<file path="src/rtl/otmu_pkg.sv">
// ----------------------------------------------------------------------------
// otmu_pkg
// Shared types and codes for the owner-tracking mutex unit.
// ----------------------------------------------------------------------------
`default_nettype none

package otmu_pkg;

	localparam int COUNT_BITS   = 16;
	localparam int TID_BITS     = 30;
	localparam int ACTION_BITS  = 3;
	localparam int STATUS_BITS  = 3;
	localparam int CFG_IDX_BITS = 2;
	localparam int CFG_DAT_BITS = 2;

	typedef logic [TID_BITS-1:0]   tid_t;
	typedef logic [COUNT_BITS-1:0] count_t;

	typedef enum logic [ACTION_BITS-1:0] {
		ACT_LOCK       = 3'd0,
		ACT_TRYLOCK    = 3'd1,
		ACT_UNLOCK     = 3'd2,
		ACT_CONSISTENT = 3'd3,
		ACT_DESTROY    = 3'd4,
		ACT_OWNER_DIED = 3'd5
	} action_t;

	typedef enum logic [STATUS_BITS-1:0] {
		ST_OK         = 3'd0,
		ST_DEADLOCK   = 3'd1,
		ST_BUSY       = 3'd2,
		ST_NOT_OWNER  = 3'd3,
		ST_OWNER_DEAD = 3'd4,
		ST_INVALID    = 3'd5,
		ST_WAIT       = 3'd6,
		ST_AGAIN      = 3'd7
	} status_t;

	typedef enum logic [1:0] {
		LS_FREE    = 2'd0,
		LS_HELD    = 2'd1,
		LS_WAITERS = 2'd2
	} lock_state_t;

	typedef enum logic [1:0] {
		KIND_NORMAL    = 2'd0,
		KIND_RECURSIVE = 2'd1,
		KIND_ERRCHECK  = 2'd2
	} kind_t;

	localparam logic [CFG_IDX_BITS-1:0] REG_MUTEX_KIND  = 2'd0;
	localparam logic [CFG_IDX_BITS-1:0] REG_ROBUST_MODE = 2'd1;

endpackage

`default_nettype wire

</file>
<file path="src/rtl/otmu_if.sv">
// ----------------------------------------------------------------------------
// otmu_if
// Valid/ready channels of the mutex unit: request, response and config write.
// ----------------------------------------------------------------------------
`default_nettype none

interface otmu_req_if;
	logic                                valid;
	logic                                ready;
	logic [otmu_pkg::ACTION_BITS-1:0]    action;
	logic [otmu_pkg::TID_BITS-1:0]       thread_id;

	modport source (output valid, output action, output thread_id, input ready);
	modport sink   (input valid, input action, input thread_id, output ready);
endinterface

interface otmu_rsp_if;
	logic                                valid;
	logic                                ready;
	logic [otmu_pkg::STATUS_BITS-1:0]    status;
	logic                                wake_one;
	logic                                held;
	logic [otmu_pkg::TID_BITS-1:0]       owner_now;

	modport source (output valid, output status, output wake_one, output held,
		output owner_now, input ready);
	modport sink   (input valid, input status, input wake_one, input held,
		input owner_now, output ready);
endinterface

interface otmu_cfg_if;
	logic                                valid;
	logic                                ready;
	logic [otmu_pkg::CFG_IDX_BITS-1:0]   index;
	logic [otmu_pkg::CFG_DAT_BITS-1:0]   data;

	modport source (output valid, output index, output data, input ready);
	modport sink   (input valid, input index, input data, output ready);
endinterface

`default_nettype wire

</file>
<file path="src/rtl/owner_tracking_mutex_unit.sv">
// ----------------------------------------------------------------------------
// owner_tracking_mutex_unit
// Single hardware mutex with owner, recursion count and robust recovery.
// ----------------------------------------------------------------------------
//  channel  dir  handshake     payload
//  req      in   valid/ready   action, thread_id
//  rsp      out  valid/ready   status, wake_one, held, owner_now
//  cfg      in   valid/ready   index, data (0 mutex_kind, 1 robust_mode)
//
//  One request per cycle while rsp.ready is high; a response goes out
//  through the input register, then the result register.
//  The decision and the state update happen as a request leaves the input
//  register, so the next request sees the updated state.
//  rsp.ready low holds the result register, then the input register, then
//  req.ready drops. cfg is always ready.
//  Reset clears the lock state, owner, count, flags and config.
// ----------------------------------------------------------------------------
`default_nettype none

module owner_tracking_mutex_unit (
	input  wire logic          clk,
	input  wire logic          arst_n,
	otmu_req_if.sink           req,
	otmu_rsp_if.source         rsp,
	otmu_cfg_if.sink           cfg
);

	// config
	otmu_pkg::kind_t      kind_q;
	logic                 robust_q;

	// mutex state
	otmu_pkg::lock_state_t lock_state_q, lock_state_d;
	otmu_pkg::tid_t        owner_q, owner_d;
	otmu_pkg::count_t      count_q, count_d;
	logic                  dead_q, dead_d;
	logic                  incons_q, incons_d;

	// input register
	logic                                  valid_s1;
	logic [otmu_pkg::ACTION_BITS-1:0]      act_s1;
	otmu_pkg::tid_t                        tid_s1;

	// result register
	logic                                  valid_s2;
	otmu_pkg::status_t                     status_s2;
	logic                                  wake_s2;
	logic                                  held_s2;
	otmu_pkg::tid_t                        owner_s2;

	otmu_pkg::status_t status_d;
	logic              wake_d;
	logic              adv_s1;
	logic              held;
	logic              own;
	logic              is_try;

	assign cfg.ready = 1'b1;
	assign adv_s1    = valid_s1 && (!valid_s2 || rsp.ready);
	assign req.ready = !valid_s1 || adv_s1;

	always_ff @(posedge clk or negedge arst_n) begin
		if (!arst_n) begin
			kind_q   <= otmu_pkg::KIND_NORMAL;
			robust_q <= 1'b0;
		end else if (cfg.valid) begin
			if (cfg.index == otmu_pkg::REG_MUTEX_KIND)
				kind_q <= otmu_pkg::kind_t'(cfg.data);
			else if (cfg.index == otmu_pkg::REG_ROBUST_MODE)
				robust_q <= cfg.data[0];
		end
	end

	// decision logic
	assign held   = lock_state_q != otmu_pkg::LS_FREE;
	assign own    = held && (owner_q == tid_s1);
	assign is_try = act_s1 == otmu_pkg::ACT_TRYLOCK;

	always_comb begin
		lock_state_d = lock_state_q;
		owner_d      = owner_q;
		count_d      = count_q;
		dead_d       = dead_q;
		incons_d     = incons_q;
		status_d     = otmu_pkg::ST_INVALID;
		wake_d       = 1'b0;
		unique case (act_s1)
			otmu_pkg::ACT_LOCK, otmu_pkg::ACT_TRYLOCK: begin
				priority if (robust_q && held && dead_q) begin
					// recovery: first caller inherits, waiter mark stays
					owner_d  = tid_s1;
					count_d  = otmu_pkg::count_t'(1);
					dead_d   = 1'b0;
					incons_d = 1'b1;
					status_d = otmu_pkg::ST_OWNER_DEAD;
				end else if (own && kind_q == otmu_pkg::KIND_RECURSIVE) begin
					if (&count_q) begin
						status_d = otmu_pkg::ST_AGAIN;
					end else begin
						count_d  = count_q + otmu_pkg::count_t'(1);
						status_d = otmu_pkg::ST_OK;
					end
				end else if (own && kind_q == otmu_pkg::KIND_ERRCHECK) begin
					status_d = is_try ? otmu_pkg::ST_BUSY : otmu_pkg::ST_DEADLOCK;
				end else if (!held) begin
					lock_state_d = otmu_pkg::LS_HELD;
					owner_d      = tid_s1;
					count_d      = otmu_pkg::count_t'(1);
					status_d     = otmu_pkg::ST_OK;
				end else if (is_try) begin
					status_d = otmu_pkg::ST_BUSY;
				end else begin
					lock_state_d = otmu_pkg::LS_WAITERS;
					status_d     = otmu_pkg::ST_WAIT;
				end
			end
			otmu_pkg::ACT_UNLOCK: begin
				priority if (!held) begin
					status_d = otmu_pkg::ST_NOT_OWNER;
				end else if ((kind_q == otmu_pkg::KIND_RECURSIVE ||
					kind_q == otmu_pkg::KIND_ERRCHECK) && !own) begin
					status_d = otmu_pkg::ST_NOT_OWNER;
				end else if (kind_q == otmu_pkg::KIND_RECURSIVE &&
					count_q > otmu_pkg::count_t'(1)) begin
					count_d  = count_q - otmu_pkg::count_t'(1);
					status_d = otmu_pkg::ST_OK;
				end else begin
					wake_d       = lock_state_q == otmu_pkg::LS_WAITERS;
					lock_state_d = otmu_pkg::LS_FREE;
					owner_d      = '0;
					count_d      = '0;
					dead_d       = 1'b0;
					incons_d     = 1'b0;
					status_d     = otmu_pkg::ST_OK;
				end
			end
			otmu_pkg::ACT_CONSISTENT: begin
				priority if (!robust_q || !incons_q) begin
					status_d = otmu_pkg::ST_INVALID;
				end else if (!own) begin
					status_d = otmu_pkg::ST_NOT_OWNER;
				end else begin
					incons_d = 1'b0;
					status_d = otmu_pkg::ST_OK;
				end
			end
			otmu_pkg::ACT_DESTROY: begin
				status_d = held ? otmu_pkg::ST_BUSY : otmu_pkg::ST_OK;
			end
			otmu_pkg::ACT_OWNER_DIED: begin
				priority if (!robust_q || !held) begin
					status_d = otmu_pkg::ST_INVALID;
				end else if (!own) begin
					status_d = otmu_pkg::ST_NOT_OWNER;
				end else begin
					dead_d   = 1'b1;
					status_d = otmu_pkg::ST_OK;
				end
			end
			default: begin
				status_d = otmu_pkg::ST_INVALID;
			end
		endcase
	end

	always_ff @(posedge clk or negedge arst_n) begin
		if (!arst_n) begin
			lock_state_q <= otmu_pkg::LS_FREE;
			owner_q      <= '0;
			count_q      <= '0;
			dead_q       <= 1'b0;
			incons_q     <= 1'b0;
		end else if (adv_s1) begin
			lock_state_q <= lock_state_d;
			owner_q      <= owner_d;
			count_q      <= count_d;
			dead_q       <= dead_d;
			incons_q     <= incons_d;
		end
	end

	always_ff @(posedge clk or negedge arst_n) begin
		if (!arst_n) begin
			valid_s1 <= 1'b0;
		end else if (req.ready) begin
			valid_s1 <= req.valid;
		end
	end

	always_ff @(posedge clk) begin
		if (req.valid && req.ready) begin
			act_s1 <= req.action;
			tid_s1 <= req.thread_id;
		end
	end

	always_ff @(posedge clk or negedge arst_n) begin
		if (!arst_n) begin
			valid_s2 <= 1'b0;
		end else if (!valid_s2 || rsp.ready) begin
			valid_s2 <= valid_s1;
		end
	end

	always_ff @(posedge clk) begin
		if (adv_s1) begin
			status_s2 <= status_d;
			wake_s2   <= wake_d;
			held_s2   <= lock_state_d != otmu_pkg::LS_FREE;
			owner_s2  <= owner_d;
		end
	end

	assign rsp.valid     = valid_s2;
	assign rsp.status    = status_s2;
	assign rsp.wake_one  = wake_s2;
	assign rsp.held      = held_s2;
	assign rsp.owner_now = owner_s2;

	// a free mutex carries no owner, count or recovery flags
	a_free_clean: assert property (@(posedge clk) disable iff (!arst_n)
		lock_state_q == otmu_pkg::LS_FREE |->
			(owner_q == '0 && count_q == '0 && !dead_q && !incons_q))
		else $error("free mutex with stale owner state");

	a_held_count: assert property (@(posedge clk) disable iff (!arst_n)
		lock_state_q != otmu_pkg::LS_FREE |-> count_q != '0)
		else $error("held mutex with zero hold count");

	a_wake_ok: assert property (@(posedge clk) disable iff (!arst_n)
		valid_s2 && wake_s2 |-> (status_s2 == otmu_pkg::ST_OK && !held_s2))
		else $error("wake_one without a successful release");

	a_state_hold: assert property (@(posedge clk) disable iff (!arst_n)
		!adv_s1 |=> ($stable(lock_state_q) && $stable(owner_q) && $stable(count_q)))
		else $error("mutex state changed without a transaction");

endmodule

`default_nettype wire
</file>
<file path="src/flat_wrapper.sv">
// flat-port wrapper written by rule: the top's interface ports become plain ports
module owner_tracking_mutex_unit_flat 
  (clk, arst_n, req_valid, req_action, req_thread_id, req_ready, rsp_valid, rsp_status, rsp_wake_one, rsp_held, rsp_owner_now, rsp_ready, cfg_valid, cfg_index, cfg_data, cfg_ready);
  otmu_req_if req_i ();
  otmu_rsp_if rsp_i ();
  otmu_cfg_if cfg_i ();
  input  wire logic clk;
  input  wire logic arst_n;
  input wire logic [$bits(req_i.valid)-1:0] req_valid;
  input wire logic [$bits(req_i.action)-1:0] req_action;
  input wire logic [$bits(req_i.thread_id)-1:0] req_thread_id;
  output wire logic [$bits(req_i.ready)-1:0] req_ready;
  output wire logic [$bits(rsp_i.valid)-1:0] rsp_valid;
  output wire logic [$bits(rsp_i.status)-1:0] rsp_status;
  output wire logic [$bits(rsp_i.wake_one)-1:0] rsp_wake_one;
  output wire logic [$bits(rsp_i.held)-1:0] rsp_held;
  output wire logic [$bits(rsp_i.owner_now)-1:0] rsp_owner_now;
  input wire logic [$bits(rsp_i.ready)-1:0] rsp_ready;
  input wire logic [$bits(cfg_i.valid)-1:0] cfg_valid;
  input wire logic [$bits(cfg_i.index)-1:0] cfg_index;
  input wire logic [$bits(cfg_i.data)-1:0] cfg_data;
  output wire logic [$bits(cfg_i.ready)-1:0] cfg_ready;
  assign req_i.valid = req_valid;
  assign req_i.action = req_action;
  assign req_i.thread_id = req_thread_id;
  assign req_ready = req_i.ready;
  assign rsp_valid = rsp_i.valid;
  assign rsp_status = rsp_i.status;
  assign rsp_wake_one = rsp_i.wake_one;
  assign rsp_held = rsp_i.held;
  assign rsp_owner_now = rsp_i.owner_now;
  assign rsp_i.ready = rsp_ready;
  assign cfg_i.valid = cfg_valid;
  assign cfg_i.index = cfg_index;
  assign cfg_i.data = cfg_data;
  assign cfg_ready = cfg_i.ready;
  owner_tracking_mutex_unit u_core (.clk(clk), .arst_n(arst_n), .req(req_i), .rsp(rsp_i), .cfg(cfg_i));
endmodule
</file>
<file path="config.mk">
export PLATFORM = sky130hd
export DESIGN_NAME = owner_tracking_mutex_unit_flat
export DESIGN_NICKNAME = d
export VERILOG_FILES = /design/src/rtl/otmu_pkg.sv /design/src/rtl/otmu_if.sv /design/src/rtl/owner_tracking_mutex_unit.sv /design/src/flat_wrapper.sv
export SDC_FILE = /design/constraint.sdc
export NUM_CORES = 1
export LEC_CHECK = 0
export BUFFER_PORTS_ARGS = -buffer_cell sky130_fd_sc_hd__buf_2
export CAP_MARGIN = 20
export CORE_MARGIN = 1.5
export CORE_UTILIZATION = 58
export CTS_CLUSTER_SIZE = 8
export DETAILED_ROUTE_END_ITERATION = 6
export MAX_ROUTING_LAYER = met4
export PLACE_DENSITY = 0.8
export RECOVER_POWER = 100
export SYNTH_ARGS = -nofsm -noshare
export SYNTH_HDL_FRONTEND = slang
export SYNTH_SLANG_ARGS = --single-unit
</file>
<file path="constraint.sdc">
create_clock -name clk -period 2.9 [get_ports clk]
set_input_delay 0.145 -clock clk [delete_from_list [all_inputs] [get_ports clk]]
set_output_delay 0.145 -clock clk [all_outputs]
set_load 0.01 [all_outputs]
</file>
* Word-level counts from Yosys, hierarchy flattened
Cells that the tools add are included.
** Storage, ports and cells
- Register bits :: 123
- Latch bits :: 0
- Bits in writable memories :: 0
- Bits in read-only memories :: 0
- Input port bits :: 42
- Output and inout port bits :: 38
- Logic and storage cells :: 128
- Memories kept :: 0
** Operators by class
- Add/sub/neg operators :: 2
- Multipliers :: 0
- Div/mod/pow operators :: 0
- Magnitude comparators :: 1
- Equality and inequality tests :: 21
- Shift-type cells :: 0
- Muxes and demuxes :: 51
- Bitwise gates (word level) :: 3
- Reductions and logical operators :: 35
** Operators with widths (count)
- $mux 30 :: 7
- $mux 16 :: 8
- $pmux 30 s2 :: 1
- $pmux 16 s2 :: 1
- $eq 30x30->1 :: 1
- $mux 3 :: 9
- $mux 2 :: 12
- $add 16x1->16 const B :: 1
- $gt 16x1->1 const B :: 1
- $reduce_and 16->1 :: 1
- $reduce_and 8->1 :: 2
- $sub 16x1->16 const B :: 1
- $pmux 3 s5 :: 1
- $logic_and 1x1->1 :: 9
- $mux 1 :: 9
- $ne 2x1->1 const B :: 4
- $ne 2x2->1 const B :: 4
- $reduce_and 7->1 :: 1
- $eq 3x2->1 const B :: 2
- $eq 3x3->1 const B :: 2
- $logic_not 1->1 :: 6
- $pmux 1 s3 :: 2
- $reduce_bool 2->1 :: 3
- $reduce_bool 3->1 :: 2
- other kinds (15) :: 23

* Longest topological paths before layout
Gate-level depths: netlist of run 1.
- Depth in word-level cells :: 8
- Depth in mapped cells :: 10
- Depth with buffers taken out :: 8

* Worst setup path before layout of run 1
OpenSTA, ideal clock, no wires.
- Path kind :: reg2reg
- Start point :: register u_core.valid_s2, in the netlist u_core.rsp.valid
- End point :: register u_core.count_q[12]
- Arrival time :: 2.426 ns
- Data required time :: 2.758 ns
- Slack :: 0.332 ns
- Cell stages (with the launch flop) :: 10
- Cell sequence :: dfrtp_1 > nand2b_1 > nand2_1 > inv_1 > nand2b_1 > a31oi_4 > and2_1 > buf_6 > buf_6 > a31oi_2
** Between the ends
- Longest elaborated chain between the ends :: 4
** RTL lines
- start: declaration :: line owner_tracking_mutex_unit.sv:45 : logic valid_s2;
- start signal: assignment :: line owner_tracking_mutex_unit.sv:201 : valid_s2 <= valid_s1;
- $logic_not 1->1 :: line owner_tracking_mutex_unit.sv:59 : assign adv_s1 = valid_s1 && (!valid_s2 || rsp.ready);
- $logic_or 1x1->1 :: line owner_tracking_mutex_unit.sv:59
- $logic_and 1x1->1 :: line owner_tracking_mutex_unit.sv:59
- net u_core.adv_s1 :: line owner_tracking_mutex_unit.sv:53 : logic adv_s1;
- $reduce_and 7->1 (no line)
- end signal: assignment :: line owner_tracking_mutex_unit.sv:176 : count_q <= count_d;
- end: declaration :: line owner_tracking_mutex_unit.sv:35 : otmu_pkg::count_t count_q, count_d;
The timed path passes the listed nets, and every way through them passes these cells.
A chain may end at the register's enable or synchronous reset.

* Worst setup path in the final report of run 1
- Start point :: register u_core.count_q[0]
- End point :: register u_core.count_q[7]
** Between the ends
- Longest elaborated chain between the ends :: 6
** RTL lines
- $gt 16x1->1 :: line owner_tracking_mutex_unit.sv:124 : count_q > otmu_pkg::count_t'(1)) begin
- $logic_and 1x1->1 :: line owner_tracking_mutex_unit.sv:123 : end else if (kind_q == otmu_pkg::KIND_RECURSIVE &&
- $mux 16 :: line owner_tracking_mutex_unit.sv:123
- $mux 16 :: line owner_tracking_mutex_unit.sv:120 : end else if ((kind_q == otmu_pkg::KIND_RECURSIVE ||
- $mux 16 :: line owner_tracking_mutex_unit.sv:118 : priority if (!held) begin
- $pmux 16 s2 :: line owner_tracking_mutex_unit.sv:87 : unique case (act_s1)
Parallel ways exist; a longest one is shown, timed or not. The select of a mux whose other input is x is not followed.

==> results of run 1 <==
## Yosys cell counts (3+ instances only)
master    number
edfxtp_1      68
a22o_1        63
dfrtp_1       55
xnor2_1       30
a21oi_1       28
nand2_1       25
a31oi_1       22
nor2_1        19
o21ai_0       16
buf_2         14
clkbuf_1      14
nand3_1       14
nand4_1       12
inv_1         11
nor3_1         9
a31oi_2        6
nand2b_1       6
ha_1           5
and2_1         4
buf_4          4
nor4_1         4
o31ai_1        4
or2_2          4
a21boi_0       3
a31o_2         3
a41oi_1        3
and3_1         3
o211ai_1       3
o22a_1         3
or4_1          3
## layout make-up
| cell class | instances | share of cell area [%] |
|---|---|---|
| clock buffer | 17 | 5.44 |
| clock inverter | 15 | 2.61 |
| inverter | 11 | 0.542 |
| multi-input combinational | 335 | 31.4 |
| sequential | 123 | 44.9 |
| tap | 136 | 2.23 |
| timing repair buffer | 149 | 12.9 |
## power by group through the flow
| stage | combinational (mW) | clock (mW) | sequential (mW) |
|---|---|---|---|
| 4_1_cts | 1.32 | 2.24 | 2.51 |
| 3_3_place_gp | 1.22 | 0 | 2.52 |
| 3_5_place_dp | 1.26 | 0 | 2.53 |
| 6_report | 1.30 | 2.23 | 2.52 |
| 2_1_floorplan | 0.860 | 0 | 2.50 |
| 5_1_grt | 1.41 | 2.32 | 2.56 |
## metal layers
layer	routed length [µm]	track usage, %
met4	544	15.9
met2	8220	52.7
met1	6320	36.0
met5	0	-
met3	867	6.43
## kinds of logic after synthesis
family,synth area share [%]
buffers and inverters,3.71
AO/OA/AOI/OAI,22.8
adder cells (fa/ha/maj),1.04
multiplexers,0.373
AND/OR/NAND/NOR,11.0
other,0.0621
XOR/XNOR,4.35
flip-flops,56.6
## through the flow
stage / area, µm² / setup slack [ns] / std cells / hold slack (ns) / utilization [%]
4_1_cts: 7680 / 0.229 / 786 / 0.177 / 75.1
6_report: 7620 / 0.174 / 786 / 0.309 / 74.5
3_5_place_dp: 6620 / 0.288 / 709 / 0.204 / 64.7
3_3_place_gp: 6610 / 0.359 / 708 / 0.204 / 64.6
2_1_floorplan: 6040 / 0.332 / 505 / -0.151 / -
5_1_grt: 7620 / 0.0352 / 786 / 0.317 / 74.5
## critical path, cell delays in order, from the launching register on
cell,delay (ns)
dfrtp_1,0.49
ha_1,0.28
and4_4,0.27
nand4_1,0.12
or3_4,0.39
o2111ai_1,0.31
a31oi_4,0.14
and2_1,0.18
buf_4,0.20
a41oi_1,0.24
## path summary, 6_finish.rpt
path | start | endpoint | slack (ns) | depth (start not counted)
setup / recovery | u_core.count_q[0] | u_core.count_q[7] | 0.17 | 9
setup reg to reg | u_core.count_q[0] | u_core.count_q[7] | 0.17 | 9
hold / removal | req_thread_id[28] | u_core.tid_s1[28] | 0.31 | 2
max in group asynchronous | arst_n | u_core.count_q[1] | 0.80 | 3
hold reg to reg | u_core.valid_s1 | u_core.rsp.valid | 0.50 | 1
min in group asynchronous | arst_n | u_core.owner_q[18] | 0.53 | 2
## sequential cells by signal, indices dropped and copies added (netlist names)
name and flops:
u_core.valid_s1 1, u_core.lock_state_q 2, u_core.dead_q 1, u_core.rsp.status 3, u_core.kind_q 2, u_core.tid_s1 30, u_core.rsp.valid 1, u_core.rsp.held 1
u_core.act_s1 3, u_core.robust_q 1, u_core.rsp.wake_one 1, u_core.rsp.owner_now 30, u_core.count_q 16, u_core.incons_q 1, u_core.owner_q 30
==> results.json, run 1 <==
{
  "outcome": "finished, violations left",
  "violations": "max-capacitance violations, max-slew violations",
  "clockPowerShare_pct": 36.8,
  "syn_area_mm2": 0.00604,
  "rsz0062_at_grt": "no",
  "place_congestion": 0.953,
  "wire_per_inst_um": 20.3,
  "fin_skew_ns": 0.0101,
  "grt_max_degree": 39,
  "ys_ff_latch": 123,
  "clkLatencyLatePin_ns": 0.54,
  "ys_seq_area_share_pct": 56.6,
  "finalSetupTns_ns": 0,
  "grt_pass1_wl_um": 25500,
  "total_power_mw": 6.06,
  "hpwlAfterDp_um": 9600,
  "cts_max_level": 4,
  "synthArstFlopShare_pct": 44.7,
  "final_cell_mix": "edfxtp_1 (68), a22o_1 (63), dfrtp_1 (55), dlygate4sd3_1 (45), clkbuf_1 (42)",
  "cts_made_buffers": 17,
  "critPathKind": "flop to flop",
  "vias": 4904,
  "synth_top_area_share_pct": 33.8,
  "cap_viol_max_count": 1,
  "via_per_inst": 6.24,
  "syn-num-nets": 552,
  "p_switching_mw": 1.88,
  "setup_viol": 0,
  "slew_viol_final": 26,
  "synth_area_leaders": "edfxtp_1 (34%), dfrtp_1 (23%), a22o_1 (9.1%)",
  "worst_ep_arrival_time_ns": 3.17,
  "overflow": 0,
  "power.density_mw_per_mm2": 795,
  "clock_path_buffers": 2,
  "fillers": 673,
  "drt_first_pass_iters": 5,
  "tightest_slew_ns": 1.59,
  "area_growth_pct": 26.2,
  "grt_pass1_vias": 5126,
  "postRouteAntennaNets": 0,
  "avgSynthCellArea_um2": 12.0,
  "p_comb_share_pct": 21.5,
  "cts_root_buf": "clkbuf_8",
  "drt_iter0_drc": 298,
  "drive_gt1_share_pct": 18.5,
  "die_y_um": 105,
  "finalCritPeriodShare_pct": 94.0,
  "p_leak_nw": 2.97,
  "critPathLaunchType": "flop",
  "cp_max_fo": 15,
  "fp.dieW_um": 105,
  "cp-end-kind": "flop",
  "period_needed_ns": 2.73,
  "drc_errors": 0,
  "yosys.area.top_type": "edfxtp_1",
  "p_int_mw": 4.17,
  "regArea_mm2": 0.00342,
  "switching_share_pct": 31.1,
  "hold_buffers": 45,
  "fin_nets": 684,
  "port_buffers": 78,
  "finalHoldViolCount": 0,
  "diodes": 0,
  "hold_path_class": "input pin to flop",
  "synthCells": 505,
  "grt_use_total_pct": 31.5,
  "multiInputGateArea_mm2": 0.00239,
  "synth-main-ff-cell": "edfxtp_1",
  "yosysUniqueCellTypes": 63,
  "initial_core_util_pct": 59.0,
  "seq_power_share_pct": 41.7,
  "fp.coreArea_mm2": 0.0102,
  "layout_commonest_cell": "edfxtp_1",
  "cts_tree": "yes",
  "irDropWorstVdd_uv": 582,
  "required_ns": 3.34,
  "fp-row-count": 37,
  "ctsResizeCount": 0,
  "post_cts_buffers": 0,
  "ios": 80,
  "max_freq_mhz": 367,
  "clkSlewWorstSetupHoldPaths_ns": 0.07,
  "antenna_found_initial": 0,
  "maxSlewHeadroom_pct": -5.96,
  "dieArea_mm2": 0.0110,
  "synth_edf_count": 68,
  "cts.sinks": 123,
  "wl_um": 15900,
  "synth_warnings": 0
}
Power figures use the tool's default switching activity.
==> run 2: changes to the inputs <==
--- a/config.mk
+++ b/config.mk
@@ -8,11 +8,11 @@
 export BUFFER_PORTS_ARGS = -buffer_cell sky130_fd_sc_hd__buf_2
 export CAP_MARGIN = 20
 export CORE_MARGIN = 1.5
-export CORE_UTILIZATION = 58
+export CORE_UTILIZATION = 62
 export CTS_CLUSTER_SIZE = 8
 export DETAILED_ROUTE_END_ITERATION = 6
 export MAX_ROUTING_LAYER = met4
-export PLACE_DENSITY = 0.8
+export PLACE_DENSITY = 0.85
 export RECOVER_POWER = 100
 export SYNTH_ARGS = -nofsm -noshare
 export SYNTH_HDL_FRONTEND = slang
==> constraint.sdc (replaced) <==
create_clock -name clk -period 3.16 [get_ports clk]
set_input_delay 0.158 -clock clk [delete_from_list [all_inputs] [get_ports clk]]
set_output_delay 0.158 -clock clk [all_outputs]
set_load 0.01 [all_outputs]
==> results.json, run 2 (synthesized netlist as in run 1, its figures left out) <==
{
  "power.density_mw_per_mm2": 743,
  "drt_first_pass_iters": 5,
  "cp_max_fo": 30,
  "ctsResizeCount": 0,
  "worstHoldStart": "req_thread_id[2]",
  "total_power_mw": 5.61,
  "grt_max_degree": 40,
  "cts_made_buffers": 17,
  "cap_viol_max_count": 2,
  "cts_tree": "yes",
  "dieArea_mm2": 0.0103,
  "drc_errors": 0,
  "diodes": 0,
  "fin_skew_ns": 0.0137,
  "fp-row-count": 35,
  "violations": "max-capacitance violations, max-slew violations",
  "port_buffers": 78,
  "slowest_delay_ns": 0.60,
  "wire_per_inst_um": 22.4,
  "slew_viol_final": 63,
  "dpl.cell_count": 693,
  "outcome": "finished, violations left",
  "drt_iter0_drc": 431,
  "p_leak_nw": 2.92,
  "hold_path_class": "input pin to flop",
  "finalSetupTns_ns": 0,
  "fp.dieW_um": 102,
  "ios": 80,
  "postRouteAntennaNets": 0,
  "die_y_um": 102,
  "hpwlAfterDp_um": 9430,
  "cp-startpoint": "u_core.count_q[12]",
  "overflow": 0,
  "fin_nets": 675,
  "cts_max_level": 4,
  "vias": 5132,
  "grt_pass1_vias": 5143,
  "critPathCapture": "u_core.rsp.owner_now[11]",
  "setup_viol": 0,
  "critPathSlowestCell": "nor4_1",
  "r2r_slack_ns": 0.24,
  "final_cell_mix": "edfxtp_1 (68), a22o_1 (63), dfrtp_1 (55), dlygate4sd3_1 (45), clkbuf_1 (45)",
  "reg2reg_to": "u_core.rsp.owner_now[11]",
  "place_congestion": 0.909,
  "worst-r2r-cell-count": 7,
  "final_cells": 770,
  "clkSlewWorstSetupHoldPaths_ns": 0.07,
  "cts.sinks": 123,
  "max_freq_mhz": 342,
  "critPathLaunchType": "flop",
  "period_needed_ns": 2.92,
  "grt_use_total_pct": 37.0,
  "regArea_mm2": 0.00342,
  "antenna_found_initial": 0,
  "fillers": 546,
  "tightest_slew_ns": 1.95,
  "drive_gt1_share_pct": 17.0,
  "clkLatencyLatePin_ns": 0.54,
  "finalCritPeriodShare_pct": 92.5,
  "wl_um": 17300,
  "clock_path_buffers": 2,
  "cp-end-kind": "flop",
  "maxSlewHeadroom_pct": -30.0,
  "cts_root_buf": "clkbuf_8",
  "multiInputGateArea_mm2": 0.00240,
  "fp.coreArea_mm2": 0.00933,
  "cp_cell_sequence": "nor4_1 > o2111ai_1 > o21ai_2 > o21ai_2 > a211o_1 > buf_4 > a22o_1",
  "rsz0062_at_grt": "no",
  "layout_commonest_cell": "edfxtp_1",
  "grt_pass1_wl_um": 27300,
  "area_growth_pct": 25.0,
  "required_ns": 3.45,
  "worstHoldPathCells": 2,
  "via_per_inst": 6.66,
  "cp_common_cell": "o21ai_2",
  "rr_startpoint": "u_core.count_q[12]",
  "critPathKind": "flop to flop",
  "worst_ep_arrival_time_ns": 3.21,
  "finalHoldViolCount": 0,
  "final_core_util_pct": 80.9,
  "irDropWorstVdd_uv": 592,
  "initial_core_util_pct": 64.7
}
run 2: cell count changes in the layout (fill, tap and decap cells not counted):
cell	delta
buf_12	+1
buf_4	-11
buf_8	-1
clkbuf_1	+3
clkbuf_2	-1
clkinvlp_4	-1
inv_6	+1
o2111ai_1	-1
o2111ai_2	+1
run 2: layout make-up:
cell class | count | share of cell area (%)
flip-flops and latches | 123 | 45.3
well taps | 129 | 2.14
multi-input cells | 335 | 31.8
clock buffers | 17 | 5.49
clock inverters | 15 | 2.65
inverters | 11 | 0.547
repair buffers | 140 | 12.1
run 2: worst min path at each step:
stage / slack [ns] / endpoint
final: 0.33 / u_core.tid_s1[2]
after global routing: 0.32 / u_core.tid_s1[7]
after CTS: 0.24 / u_core.incons_q
after detailed placement: 0.25 / u_core.incons_q
after global placement: 0.25 / u_core.incons_q
after floorplan: -0.14 / u_core.count_q[0]
run 2: metrics by stage:
step                cell area [µm²]  worst slack (ns)  hold WS [ns]
global placement               6550             0.367         0.249
global route                   7540            0.0621         0.323
floorplan                      6040             0.592        -0.138
finish                         7540             0.236         0.328
detailed placement             6550             0.268         0.249
CTS                            7610             0.272         0.239
run 2: timing repair:
action                    CTS  global route
buffers inserted            0             0
hold endpoints to repair   65             0
hold buffers               45             0
run 2: where the power goes:
group	total, mW	switching (mW)	internal, mW
registers	2.34	0.300	2.04
clock network	2.06	0.827	1.24
logic	1.20	0.663	0.541
run 2: layer usage:
layer | GRT usage, % | share of wire [%]
met5 | - | 0
met1 | 43.4 | 37
met3 | 7.59 | 7.7
met2 | 60.9 | 52
met4 | 18.3 | 3.5
run 2: critical path, delay by kind of cell (launching register included):
kind	cells	cell delay (ns)
flops	1	0.49
compound gates	5	1.34
buf+inv	1	0.25
simple gates	1	0.60
==> run 3: changes to the inputs <==
--- a/config.mk
+++ b/config.mk
@@ -5,7 +5,7 @@
 export SDC_FILE = /design/constraint.sdc
 export NUM_CORES = 1
 export LEC_CHECK = 0
-export BUFFER_PORTS_ARGS = -buffer_cell sky130_fd_sc_hd__buf_2
+export BUFFER_PORTS_ARGS = -buffer_cell sky130_fd_sc_hd__buf_4
 export CAP_MARGIN = 20
 export CORE_MARGIN = 1.5
 export CORE_UTILIZATION = 62
==> results.json, run 3 (synthesized netlist as in run 1, its figures left out) <==
{
  "worstHoldPathCells": 3,
  "power.density_mw_per_mm2": 727,
  "slowest_delay_ns": 0.59,
  "critPathKind": "flop to flop",
  "grt_pass1_vias": 5074,
  "p_comb_share_pct": 22.2,
  "clock_path_buffers": 2,
  "dpl.cell_count": 692,
  "area_growth_pct": 25.4,
  "maxSlewHeadroom_pct": -28.0,
  "total_power_mw": 5.50,
  "cp-end-kind": "flop",
  "cp_cell_sequence": "nor4_1 > o2111ai_1 > o21ai_2 > o21ai_1 > a211o_1 > buf_4 > a22o_1",
  "period_needed_ns": 2.97,
  "fp.coreArea_mm2": 0.00933,
  "grt_use_total_pct": 36.3,
  "cts_root_buf": "clkbuf_8",
  "setup_viol": 0,
  "clkSlewWorstSetupHoldPaths_ns": 0.06,
  "vias": 5149,
  "critPathBufInv": 1,
  "dieArea_mm2": 0.0103,
  "multiInputGateArea_mm2": 0.00239,
  "final_core_util_pct": 81.1,
  "wl_um": 17200,
  "post_cts_buffers": 0,
  "seq_power_share_pct": 42.6,
  "whs_endpoint": "u_core.kind_q[0]",
  "port_buffers": 78,
  "hpwlAfterDp_um": 9400,
  "reg2reg_to": "u_core.rsp.owner_now[9]",
  "regArea_mm2": 0.00342,
  "cp_top_family": "compound AO/OA/AOI/OAI gates",
  "via_per_inst": 6.71,
  "irDropWorstVdd_uv": 586,
  "worstHoldStart": "cfg_index[0]",
  "cts_made_buffers": 17,
  "whs_ns": -0.00892,
  "clockPowerShare_pct": 35.2,
  "drive_gt1_share_pct": 17.4,
  "worst_ep_arrival_time_ns": 3.25,
  "drc_errors": 0,
  "clkLatencyLatePin_ns": 0.53,
  "hold_path_class": "input pin to flop",
  "fp-row-count": 35,
  "slew_viol_final": 34,
  "layout_setup_ws_ns": 0.189,
  "cts_tree": "yes",
  "place_ws_ns": 0.307,
  "drt_iter0_drc": 548,
  "cap_viol_max_count": 1,
  "required_ns": 3.44,
  "layout_commonest_cell": "edfxtp_1",
  "place_area_mm2": 0.00672,
  "fin_area_mm2": 0.00757,
  "wire_per_inst_um": 22.4,
  "fillers": 526,
  "p_switching_mw": 1.77,
  "tightest_slew_ns": 1.92,
  "p_int_mw": 3.73,
  "fin_nets": 672,
  "finalHoldViolCount": 1,
  "worst-r2r-cell-count": 7,
  "finalCritPeriodShare_pct": 94.0,
  "ios": 80,
  "initial_core_util_pct": 64.7,
  "die_y_um": 102,
  "switching_share_pct": 32.2,
  "diodes": 0,
  "place_congestion": 0.891,
  "critPathSlowestCell": "nor4_1",
  "grt_pass1_wl_um": 26900,
  "violations": "negative hold slack, max-capacitance violations, max-slew violations",
  "fp.dieW_um": 102,
  "fin_skew_ns": 0.00939,
  "p_leak_nw": 2.92,
  "drt_first_pass_iters": 6,
  "r2r_slack_ns": 0.19,
  "grt_max_degree": 56,
  "postRouteAntennaNets": 0,
  "outcome": "finished, violations left",
  "antenna_found_initial": 0,
  "cts.sinks": 123,
  "overflow": 0,
  "max_freq_mhz": 337,
  "rsz0062_at_grt": "no",
  "final_cell_mix": "edfxtp_1 (68), a22o_1 (63), dfrtp_1 (55), dlygate4sd3_1 (43), clkbuf_1 (42)",
  "cp_max_fo": 30,
  "critPathLaunchType": "flop",
  "cts_max_level": 4,
  "finalSetupTns_ns": 0,
  "rr_startpoint": "u_core.count_q[12]",
  "final_cells": 767
}
==> run 3: cell types whose count changed in the layout (fill, tap and decap cells not counted), moves of 2 or more <==
cell / change
buf_2: -36
clkbuf_4: +33
buf_4: +6
clkbuf_1: -3
clkinv_2: +2
dlygate4sd3_1: -2
inv_6: -2
==> run 3: worst register-to-register path: cells and delay by family, from the launching register on <==
family	cells	cell delay, ns
DFF	1	0.50
and+or+nand+nor	1	0.59
buffers and inverters	1	0.24
AOI/OAI and AO/OA	5	1.39
==> run 3: final cells by class <==
type | instances | area share, %
tap | 129 | 2.13
multi-input combinational | 335 | 31.6
inverter | 11 | 0.546
clock buffer | 18 | 5.52
clock inverter | 14 | 2.12
sequential | 123 | 45.2
timing repair buffer | 137 | 12.9
==> run 3: what timing repair did <==
item	in CTS	in global routing
gates resized for setup	0	1
endpoints found under the setup margin	0	14
hold buffers	43	0
hold endpoints to repair	93	0
==> run 3: power by group through the flow <==
stage / clock [mW] / sequential [mW] / combinational (mW)
after floorplan: 0 / 2.30 / 0.789
after global placement: 0 / 2.31 / 1.14
after detailed placement: 0 / 2.33 / 1.18
after CTS: 1.92 / 2.32 / 1.24
after global routing: 2.00 / 2.36 / 1.30
final: 1.94 / 2.35 / 1.22
==> run 3: layer usage <==
layer  GRT usage [%]  share of wire, %  vias up
met5               -                 0        -
met4            14.2               3.8        0
met3            8.21               8.3       79
met2            61.9                52      363
met1            41.5                35     2494
li1                -                 -     2213
==> run 3: how the worst max path moves through the flow <==
stage | startpoint | endpoint | slack, ns | depth (start not counted)
detailed placement | u_core.lock_state_q[0] | u_core.count_q[7] | 0.31 | 7
floorplan | u_core.rsp.valid | u_core.count_q[12] | 0.59 | 9
CTS | u_core.lock_state_q[0] | u_core.count_q[7] | 0.28 | 7
global route | u_core.lock_state_q[0] | u_core.count_q[9] | 0.02 | 7
global placement | u_core.count_q[12] | u_core.rsp.owner_now[11] | 0.38 | 7
finish | u_core.count_q[12] | u_core.rsp.owner_now[9] | 0.19 | 7
